File: src/ssf_pkg.sv
`timescale 1ns / 1ps

package ssf_pkg;

  localparam int TAP_COUNT_DEF   = 26;
  localparam int SAMPLE_BITS_DEF = 12;
  localparam int COEF_BITS_DEF   = 16;

  localparam int ROM_TAPS = 26;

  // Register map of the configuration port.
  localparam int REG_IDX_BITS  = 2;
  localparam int REG_DATA_BITS = 16;
  localparam logic [REG_IDX_BITS-1:0] REG_FILTER_MODE      = 2'd0;
  localparam logic [REG_IDX_BITS-1:0] REG_SMOOTHING_WEIGHT = 2'd1;
  localparam logic [REG_IDX_BITS-1:0] REG_SAMPLE_LIMIT     = 2'd2;

  // Filter modes; the unused code behaves as passthrough.
  localparam logic [1:0] MODE_PASS   = 2'd0;
  localparam logic [1:0] MODE_SMOOTH = 2'd1;
  localparam logic [1:0] MODE_FIR    = 2'd2;

  localparam logic [15:0] WEIGHT_RESET = 16'd32768;

  // Low-pass taps in Q1.15, symmetric.
  localparam logic signed [15:0] COEF_ROM [ROM_TAPS] = '{
    -16'sd220, -16'sd311, -16'sd354, -16'sd311, -16'sd141, 16'sd184, 16'sd665,
    16'sd1281, 16'sd1982, 16'sd2694, 16'sd3326, 16'sd3804, 16'sd4063,
    16'sd4063, 16'sd3804, 16'sd3326, 16'sd2694, 16'sd1982, 16'sd1281,
    16'sd665, 16'sd184, -16'sd141, -16'sd311, -16'sd354, -16'sd311, -16'sd220
  };

  typedef struct packed {
    logic shift;
    logic clear;
  } shift_ctl_t;

  // Tap coefficient rescaled to Q1.(cbits-1); narrower formats round half up.
  function automatic logic signed [31:0] tap_coef(int idx, int cbits);
    logic signed [31:0] c;
    logic signed [31:0] t;
    if (idx >= ROM_TAPS) begin
      return 32'sd0;
    end
    c = 32'(COEF_ROM[idx]);
    if (cbits >= 16) begin
      return c <<< (cbits - 16);
    end
    t = c + (32'sd1 <<< (15 - cbits));
    return t >>> (16 - cbits);
  endfunction

endpackage

File: src/ssf_tap_cell.sv
`timescale 1ns / 1ps

module ssf_tap_cell #(
  parameter int SAMPLE_BITS = ssf_pkg::SAMPLE_BITS_DEF,
  parameter int COEF_BITS   = ssf_pkg::COEF_BITS_DEF,
  parameter int ACC_W       = 40,
  parameter logic signed [COEF_BITS-1:0] COEF = '0
) (
  input  logic                     clk,
  input  logic                     rst,
  input  ssf_pkg::shift_ctl_t      ctl,
  input  logic [SAMPLE_BITS-1:0]   sample_prev,
  output logic [SAMPLE_BITS-1:0]   sample,
  input  logic                     go_in,
  input  logic signed [ACC_W-1:0]  sum_in,
  output logic                     go_out,
  output logic signed [ACC_W-1:0]  sum_out
);

  localparam int PW = COEF_BITS + SAMPLE_BITS + 1;

  logic signed [PW-1:0] prod;

  assign prod = PW'(COEF) * PW'($signed({1'b0, sample}));

  always_ff @(posedge clk) begin
    if (rst) begin
      sample <= '0;
      go_out <= 1'b0;
    end else begin
      if (ctl.shift) begin
        sample <= ctl.clear ? '0 : sample_prev;
      end
      go_out <= go_in;
    end
  end

  // The partial sum walks one cell per cycle together with the go marker.
  always_ff @(posedge clk) begin
    if (go_in) begin
      sum_out <= sum_in + ACC_W'(prod);
    end
  end

endmodule
File: config.mk
export PLATFORM = sky130hd
export DESIGN_NAME = ssf_tap_cell
export DESIGN_NICKNAME = d
export VERILOG_FILES = /design/src/ssf_pkg.sv /design/src/ssf_tap_cell.sv
export SDC_FILE = /design/constraint.sdc
export NUM_CORES = 1
export LEC_CHECK = 0
export ABC_AREA = 1
export BUFFER_PORTS_ARGS = -buffer_cell sky130_fd_sc_hd__buf_2
export CELL_PAD_IN_SITES_DETAIL_PLACEMENT = 1
export CELL_PAD_IN_SITES_GLOBAL_PLACEMENT = 1
export CORE_MARGIN = 2
export CORE_UTILIZATION = 33
export DETAILED_ROUTE_END_ITERATION = 7
export PLACE_DENSITY = 0.87
export REMOVE_ABC_BUFFERS = 1
export SYNTH_ARGS = -nofsm -noshare
export SYNTH_HDL_FRONTEND = slang
export SYNTH_SLANG_ARGS = --single-unit
File: constraint.sdc
create_clock -name clk -period 1.7 [get_ports clk]
set_clock_uncertainty 0.1 [all_clocks]
set_input_delay 0.51 -clock clk [delete_from_list [all_inputs] [get_ports clk]]
set_output_delay 0.51 -clock clk [all_outputs]
set_load 0.05 [all_outputs]
; Word-level counts from Yosys, hierarchy flattened
; Cells that the tools add are included.
; W data, S select, Z words.
[word_totals]
register_bits = 53
in_bits = 57
wordCells = 4
[op_classes]
n_mux = 1
[ops]
columns = op, count
row1 = $mux W12, 1

; Longest topological paths before layout
; Gate-level depths: netlist of run 1.
[depth]
ltp_word = 1
ltp_mapped = 4
ltp_nobuf = 3

; Worst setup path after synthesis of run 1
; Ideal clock, no wire load.
[synth_timing]
path_kind = register to output
from = register sample[0]
to = output sample[0]
t_arrival_ns = 0.603
setup_slack_ns = 0.487
path_stages_with_launch = 1
cell_sequence = dfxtp_1
[synth_rtl]
columns = item, line_no
row1 = from (decl), ssf_tap_cell.sv:13  ; output logic [SAMPLE_BITS-1:0] sample,
row2 = from (signal assigned), ssf_tap_cell.sv:32  ; sample <= ctl.clear ? '0 : sample_prev;
; No word-level cell between the ends.

; Final worst setup path of run 1
[layout_timing]
from = register sum_out[27]
to = output sum_out[27]
[layout_rtl]
columns = item, line_no
row1 = from (decl), ssf_tap_cell.sv:17  ; output logic signed [ACC_W-1:0] sum_out
row2 = from (signal assigned), ssf_tap_cell.sv:41  ; sum_out <= sum_in + ACC_W'(prod);
; No word-level cell between the ends.

==> results of run 1 <==
## sequential cells by signal, summed over array words and instances (netlist names)
register  cells
go_out        1
sample       12
sum_out      40
## path summary, 6_finish.rpt
| check | slack, ns | endpoint | startpoint |
|---|---|---|---|
| hold reg to reg | 0.37 | sample[1]$_SDFFE_PP0P_ | sample[1]$_SDFFE_PP0P_ |
| hold / removal | 0.27 | sum_out[19]$_DFFE_PP_ | sum_in[19] |
| setup / recovery | 0.14 | sum_out[27] | sum_out[27]$_DFFE_PP_ |
| setup reg to reg | 0.99 | sample[2]$_SDFFE_PP0P_ | sample[2]$_SDFFE_PP0P_ |
## layout make-up
cell class	instances	area, sq um
repair buffers	110	566
multi-input cells	37	173
flip-flops and latches	53	1460
fillers	545	2390
clock inverters	3	65.1
inverters	3	11.3
well taps	67	83.8
clock buffers	5	68.8
## routing by layer
metal  global-route usage [%]  up-vias  routed length [um]
met4                     6.43        0                  53
met1                     17.9      583                1700
li1                         -      575                   -
met3                     6.35        4                 591
met5                        0        -                   0
met2                     28.9       79                2390
## through the flow
step	hold slack (ns)	utilization [%]
floorplan	0.472	-
global placement	0.350	47.6
detailed placement	0.354	47.6
CTS	0.268	50.4
global route	0.254	50.4
finish	0.274	50.4
## synthesized netlist by cell type, drive strengths merged
library cell | instances | area share (%)
a21oi | 12 | 3.8
buf | 3 | 1.4
clkbuf | 1 | 0.82
dfxtp | 13 | 15
edfxtp | 40 | 71
inv | 3 | 0.67
nand2 | 12 | 2.7
nand3 | 12 | 3.6
nor2 | 1 | 0.22
## logic make-up after synthesis
group	count (synthesis)
buffers and inverters	7
AO/OA/AOI/OAI	12
flip-flops	53
AND/OR/NAND/NOR	25
## power breakdown
part	internal [W]	total [W]	switching, W
sequential	0.00149	0.00151	0.0000248
combinational	0.000116	0.000529	0.000413
clock	0.000585	0.000977	0.000392
total	0.00219	0.00302	0.000830
==> metrics.md, run 1 <==
| Metric | Value |
|---|---|
| WP data arrival | `approximately 0.95 ns` |
| I/O pin count | `110` |
| Cts bufs inserted | `5` |
| Post-CTS Setup Inserts | `0` |
| Antenna Nets Post-Route | `0` |
| Post-Synth XOR/XNOR Area | `0%` |
| Post-route insts no fill | `278` |
| Worst Setup Slack, final | `roughly 0.14 ns` |
| Synth Area per Inst | `roughly 17 sq um` |
| Most common cell after layout, fill and taps aside | `buf_2` |
| Setup WS pre-CTS | `0.412 ns` |
| Worst stage delay on the critical path | `0.36 ns` |
| Gr usage total | `16.5%` |
| Slowest cell on the critical path | `edfxtp_1` |
| Max H-tree Level | `2` |
| DRT iter0 DRCs | `54` |
| Post-synthesis adder-cell area fraction | `0%` |
| Slew HR | `80.5%` |
| Hold WC Path Type | `input port to flip-flop` |
| Initial core utilization | `34.9%` |
| Crit path required time | `1.09 ns` |
| WL final | `4.73 mm` |
| Post-Synth Simple-Gate Area | `6.47%` |
| Core ar. | `4820 sq um` |
| Mux cell area share after synthesis | `0%` |
| Pwr per Cell Area | `~1200 nW/um^2` |
| Yosys warnings | `0` |
| Buf/Inv on CP | `1` |
| Pwr Total | `about 0.0030 W` |
| Die area | `5690 sq um` |
| Final min period | `1.56 ns` |
| Clock Pin Slew Worst Setup and Hold Paths | `0.10 ns` |
| Cells after Synth | `97` |
| DIE WIDTH | `75.4 um` |
| Critical-path cell list | `buf_2` |
| N_diodes | `0` |
| CTS tree | `yes` |
| Compound-cell area share of the yosys netlist | `3.79%` |
| Synthesis-stage register bit count | `53` |
| Drt pass-1 iters | `4` |
| Cell at the root of the clock tree | `clkbuf_8` |
| First-pass GRT wire length | `6.49 mm` |
| Drt via density | `between 4 and 5` |
| Fmax | `roughly 640 MHz` |
| # DRC | `0` |
| Tcrit/Tclk final | `around nine tenths` |
| Vias | `1,241` |
| Port bufs | `109` |
| Synthesis-to-layout area growth | `44.3%` |
| Worst VDD drop | `roughly 0.4 mV` |
| RSZ-0062 raised after global routing | `no` |
| Fin. Hold Viols | `0` |
| Final #Nets | `267` |
| CTS Hold Bufs | `0` |
| Clk_lat worst skew | `0.29 ns` |
| TritonCTS Sinks | `53` |
| Total Neg Setup Slack | `0 ns` |
| Outcome | `finished clean` |
| Crit path depth | `1` |
| Hold-critical path depth | `1` |
| Commonest non-fill, non-tap cells in the layout | `buf_2 (109), edfxtp_1 (40), dfxtp_1 (13)` |
| Worst-path maximum fanout | `1` |
| Largest family of logic cells by synthesized area | `simple AND/OR/NAND/NOR gates` |
| Clock Path Buffers | `2` |
| Gp weighted congestion | `0.645` |
| Tightest Pin Transition | `0.292 ns` |
| Crit path max-delay family | `flip-flops` |
| Register area share after synthesis | `86.8%` |
| Post-placement cell count | `270` |
| Kind of end point of the critical path | `output port` |
| Leakage | `1.07 nW` |
| Max-cap viol count | `0` |
| Setup CP Type | `flip-flop to output port` |
| Post-CTS sizing | `0` |
| FP Rows | `25` |
| Die Y | `75.4 um` |
| Depth of the most critical reg-to-reg path | `2` |
| Largest net degree at the start of global routing | `42` |
| Total gr overflow | `0` |
| Slew Limit Fails | `0` |
| Share of cells above drive strength 1 | `56.9%` |
| Final Setup Violations | `0` |
| Mapped Area | `1680 sq um` |
| Startpoint Class | `flip-flop` |
| Yosys cell types | `13` |
| Drt wl/cell | `17.0 um` |
| Initial antenna violation count | `0` |
| Placed cell areas | `2290 sq um` |
| Number of global-route vias before repair | `about 1,200` |
| Post-layout instance area | `2430 sq um` |
Note: power is estimated with default switching activity, not from simulation.
==> inputs of run 2 (changes only) <==
Settings changed: CORE_MARGIN 2 to default, PLACE_DENSITY 0.87 to default, PLACE_DENSITY_LB_ADDON from default to 0.08, RECOVER_POWER from default to 100.
==> run 2 against run 1 <==
Effect of this change:
- non-clock buffer count unchanged
- fmax is 1.3% higher
- setup slack improved by 0.020 ns
- worst hold slack better by 0.017 ns
- power shrank 6.7%
- clock power fell by 19%
- die area fell by 5.2%
- highest routed layer unchanged
==> metrics.md, run 2 (synthesized netlist as in run 1, its figures left out) <==
| Metric | Value |
|---|---|
| Crit path max-delay family | `flip-flops` |
| Multi-input gate area | `169 sq um` |
| WP data arrival | `0.92 ns` |
| Worst stage delay on the critical path | `0.39 ns` |
| Final Setup Violations | `0` |
| Die area | `between 5000 and 6000 sq um` |
| Post-route insts no fill | `277` |
| # DRC | `0` |
| N_diodes | `0` |
| Commonest non-fill, non-tap cells in the layout | `buf_2 (56), clkbuf_2 (54), edfxtp_1 (40)` |
| RSZ-0062 raised after global routing | `no` |
| Largest net degree at the start of global routing | `42` |
| I/O pin count | `110` |
| Drt pass-1 iters | `4` |
| Initial antenna violation count | `0` |
| Kind of end point of the critical path | `output port` |
| Tightest Pin Transition | `between 0.9 and 1 ns` |
| Fmax | `between 600 and 700 MHz` |
| Synthesis-to-layout area growth | `41.4%` |
| Post-CTS sizing | `0` |
| Total gr overflow | `0` |
| Share of cells above drive strength 1 | `between 50% and 60%` |
| Leakage | `between 1 and 1.5 nW` |
| CTS Hold Bufs | `0` |
| Top flop regs | `sum_out x40, sample x12, go_out x1` |
| Port bufs | `109` |
| Worst VDD drop | `0.408 mV` |
| Tcrit/Tclk final | `90.3%` |
| TritonCTS Sinks | `53` |
| Most common cell after layout, fill and taps aside | `buf_2` |
| Post-DP HPWL | `2.92 mm` |
| Reg2reg start | `sample[1]$_SDFFE_PP0P_` |
| CTS tree | `yes` |
| Number of global-route vias before repair | `about 1,100` |
| Max-cap viol count | `0` |
| Slowest cell on the critical path | `edfxtp_1` |
| Pwr per Cell Area | `around 1200 nW/um^2` |
| WL final | `3.74 mm` |
| Final #Nets | `267` |
| Hold-critical path depth | `1` |
| Worst-path maximum fanout | `1` |
| Worst hold endpoint | `sum_out[26]$_DFFE_PP_` |
| R2R setup slack | `0.97 ns` |
| Die Y | `roughly 73 um` |
| Layout fillers | `558` |
| Total Neg Setup Slack | `0 ns` |
| Crit path required time | `1.09 ns` |
| Gr usage total | `13.5%` |
| Clock Path Buffers | `2` |
| Core ar. | `4820 sq um` |
| First-pass GRT wire length | `5.28 mm` |
| FP Rows | `25` |
| Hold Path Origin | `sum_in[26]` |
| Drt wl/cell | `13.5 um` |
| Initial core utilization | `34.9%` |
| Gp weighted congestion | `0.623` |
| DIE WIDTH | `73.4 um` |
| Buf/Inv on CP | `1` |
| Slew HR | `35.6%` |
| Max H-tree Level | `2` |
| Clk_lat worst skew | `0.29 ns` |
| Drt via density | `around 4.4` |
| Largest register by flop count | `sum_out` |
| Post-CTS Setup Inserts | `0` |
| Max reg flops | `40` |
| FF-to-FF End | `sample[1]$_SDFFE_PP0P_` |
| Reg area | `1460 sq um` |
| Final min period | `1.53 ns` |
| Post-placement cell count | `270` |
| Outcome | `finished clean` |
| Hold WC Path Type | `input port to flip-flop` |
| Cts bufs inserted | `5` |
| Clock Pin Slew Worst Setup and Hold Paths | `0.09 ns` |
| Cell at the root of the clock tree | `clkbuf_8` |
| DRT iter0 DRCs | `35` |
| Slew Limit Fails | `0` |
| Fin. Hold Viols | `0` |
| Startpoint Class | `flip-flop` |
| Critical-path cell list | `clkbuf_2` |
| Setup CP Type | `flip-flop to output port` |
| Antenna Nets Post-Route | `0` |
| Vias | `1,213` |
| Depth of the most critical reg-to-reg path | `2` |
[run 2: area by class of cell]
type	count	area share [%]
clock buffers	5	2.89
clock inverters	2	1.47
inverters	3	0.473
multi-input cells	37	7.10
flip-flops and latches	53	61.4
well taps	67	3.52
repair buffers	110	23.1
[run 2: through the flow]
stage	setup slack [ns]	util, %	hold slack [ns]	total power, W	instance area [sq um]
detailed placement	0.334	47.6	0.355	0.00206	2290
CTS	0.158	49.8	0.278	0.00286	2400
floorplan	0.487	-	0.472	0.00188	1650
finish	0.165	49.4	0.291	0.00282	2380
global route	0.116	49.4	0.273	0.00292	2380
global placement	0.416	47.6	0.350	0.00205	2290
[run 2: worst max-delay path by stage]
stage / cells after the start / to / start
after floorplan: 0 / sample[0] / sample[0]$_SDFFE_PP0P_
after global placement: 4 / sample[9]$_SDFFE_PP0P_ / ctl[0]
after detailed placement: 4 / sample[9]$_SDFFE_PP0P_ / ctl[0]
after CTS: 1 / sample[5] / sample[5]$_SDFFE_PP0P_
after global routing: 1 / sum_out[11] / sum_out[11]$_DFFE_PP_
final: 1 / sum_out[11] / sum_out[11]$_DFFE_PP_
[run 2: report_power, final]
part	internal, W	switching [W]	total [W]
logic	0.000109	0.000401	0.000510
clock network	0.000428	0.000366	0.000794
registers	0.00149	0.0000242	0.00151
[run 2: metal layers]
layer	part of all wire, %	vias up	global-route usage [%]
met3	9.5	4	4.94
met5	0	-	0
met1	34	573	13.1
met4	0.88	0	3.85
li1	-	574	-
met2	56	62	26.3
==> inputs of run 3 (changes only) <==
Settings changed: CORE_ASPECT_RATIO from default to 1.5, GPL_TIMING_DRIVEN from default to 0.
==> run 3 against run 2 <==
Effect of this change:
- combinational power decreased by 1%
- worst hold slack worse by 0.0070 ns
- critical path depth is the same
- die area grew 0.11%
- setup slack worse by 0.0017 ns
- global-route usage shrank 0.60 points
- sequential share of layout area grew 0.52 points
- design area shrank 0.84%
- first-iteration DRC count fell by 29%
- register-to-register slack is essentially flat
- cell count fell by 0.36%
- highest routed layer unchanged
==> metrics.md, run 3 (synthesized netlist as in run 1, its figures left out) <==
| Metric | Value |
|---|---|
| WP data arrival | `a little over 0.9 ns` |
| Worst VDD drop | `0.456 mV` |
| Worst Setup Slack, final | `roughly 0.16 ns` |
| Gp weighted congestion | `0.656` |
| Layout fillers | `540` |
| Largest register by flop count | `sum_out` |
| TritonCTS Sinks | `53` |
| Crit path required time | `1.09 ns` |
| Die Y | `89.5 um` |
| Multi-input gate area | `173 sq um` |
| DIE WIDTH | `~60 um` |
| Final #Nets | `~270` |
| Kind of end point of the critical path | `output port` |
| Post-route insts no fill | `276` |
| Pwr per Cell Area | `1140 nW/um^2` |
| Drt via density | `4.37` |
| CTS Hold Bufs | `0` |
| Slew Limit Fails | `0` |
| Outcome | `finished clean` |
| Top flop regs | `sum_out x40, sample x12, go_out x1` |
| Max H-tree Level | `2` |
| Clock Path Buffers | `2` |
| Total Neg Setup Slack | `0 ns` |
| Worst-path maximum fanout | `1` |
| Crit path max-delay family | `flip-flops` |
| FP Rows | `31` |
| Cts bufs inserted | `5` |
| Initial antenna violation count | `0` |
| Max-cap viol count | `0` |
| Core ar. | `slightly below 5000 sq um` |
| N_diodes | `0` |
| Final min period | `1.54 ns` |
| Fmax | `roughly 650 MHz` |
| Tcrit/Tclk final | `around 90%` |
| Final Setup Violations | `0` |
| Critical-path cell list | `clkbuf_2` |
| Startpoint Class | `flip-flop` |
| Post-CTS sizing | `0` |
| First-pass GRT wire length | `4.95 mm` |
| # DRC | `0` |
| Antenna Nets Post-Route | `0` |
| Setup CP Type | `flip-flop to output port` |
| Slew HR | `a little over a third` |
| Crit path depth | `1` |
| Clk_lat worst skew | `~0.29 ns` |
| Post-CTS Setup Inserts | `0` |
| Leakage | `1.03 nW` |
| Fin. Hold Viols | `0` |
| Total gr overflow | `0` |
| Post-layout instance area | `between 2000 and 2500 sq um` |
| Die area | `between 5000 and 6000 sq um` |
| Gr usage total | `12.9%` |
| CTS tree | `yes` |
| Post-DP HPWL | `~2.8 mm` |
| Worst stage delay on the critical path | `0.39 ns` |
| Port bufs | `109` |
| Reg area | `1460 sq um` |
| Initial core utilization | `34.7%` |
| WL final | `3.56 mm` |
| Max reg flops | `40` |
| RSZ-0062 raised after global routing | `no` |
| Number of global-route vias before repair | `1,148` |
| Share of cells above drive strength 1 | `55.2%` |
| I/O pin count | `110` |
| Slowest cell on the critical path | `edfxtp_1` |
| Hold-critical path depth | `1` |
| Tightest Pin Transition | `0.968 ns` |
| Commonest non-fill, non-tap cells in the layout | `buf_2 (54), clkbuf_2 (54), edfxtp_1 (40)` |
| Placed cell areas | `2270 sq um` |
| Hold WC Path Type | `input port to flip-flop` |
| Pwr Total | `0.00269 W` |
| Clock Pin Slew Worst Setup and Hold Paths | `roughly 0.09 ns` |
| Depth of the most critical reg-to-reg path | `2` |
| Synthesis-to-layout area growth | `40.2%` |
| Drt pass-1 iters | `4` |
| Buf/Inv on CP | `1` |
| Setup WS pre-CTS | `approximately 0.011 ns` |
| Cell at the root of the clock tree | `clkbuf_8` |
| Drt wl/cell | `12.9 um` |
| Vias | `around 1,200` |
| Post-placement cell count | `268` |
| DRT iter0 DRCs | `25` |
| Largest net degree at the start of global routing | `42` |
==> run 3: cell count changes in the layout (fill, tap and decap cells not counted) <==
| cell | previous run | this run |
|---|---|---|
| buf_2 | 56 | 54 |
| clkbuf_1 | 0 | 2 |
| clkinvlp_4 | 0 | 2 |
| a21oi_1 | 12 | 11 |
| a21oi_2 | 0 | 1 |
| bufinv_16 | 1 | 0 |
| clkinv_2 | 1 | 0 |
| inv_1 | 2 | 3 |
| inv_2 | 1 | 0 |
==> run 3: stage by stage <==
stage	hold WS (ns)	utilization, %
floorplan	0.472	-
finish	0.284	48.7
global placement	0.351	46.9
CTS	0.267	48.7
detailed placement	0.361	46.9
global route	0.263	48.7
==> run 3: worst paths after layout <==
kind	startpoint	endpoint	slack (ns)
max reg2reg	sample[4]$_SDFFE_PP0P_	sample[4]$_SDFFE_PP0P_	0.98
min	sum_in[33]	sum_out[33]$_DFFE_PP_	0.28
max	sum_out[11]$_DFFE_PP_	sum_out[11]	0.16
min reg2reg	sample[3]$_SDFFE_PP0P_	sample[3]$_SDFFE_PP0P_	0.37
==> run 3: area by class of cell <==
| class | instances | area share, % |
|---|---|---|
| clock buffer | 6 | 3.08 |
| multi-input combinational | 37 | 7.32 |
| sequential | 53 | 61.9 |
| inverter | 3 | 0.477 |
| timing repair buffer | 109 | 23.1 |
| clock inverter | 2 | 0.636 |
| tap | 66 | 3.50 |
==> run 3: worst reg2reg max path: cells and delay by family, from the launching register on <==
| kind | cells | cell delay, ns |
|---|---|---|
| AO/OA/AOI/OAI | 1 | 0.15 |
| flip-flops | 1 | 0.35 |
| AND/OR/NAND/NOR | 1 | 0.06 |
==> run 3: metal layers <==
| metal | global-route usage [%] | up-vias | wire length (um) | share of wire [%] |
|---|---|---|---|---|
| li1 | - | 571 | - | - |
| met1 | 12.1 | 566 | 1180 | 33 |
| met2 | 23.8 | 66 | 2010 | 56 |
| met3 | 4.20 | 2 | 347 | 9.7 |
| met4 | 6.98 | 0 | 29 | 0.81 |
| met5 | 0 | - | 0 | 0 |
==> run 3: power by group <==
group | total, W | leakage, nW | internal (W) | switching, W
Sequential | 0.00151 | 0.498 | 0.00149 | 0.0000253
Clock | 0.000672 | 0.0374 | 0.000290 | 0.000381
Combinational | 0.000505 | 0.497 | 0.000108 | 0.000398
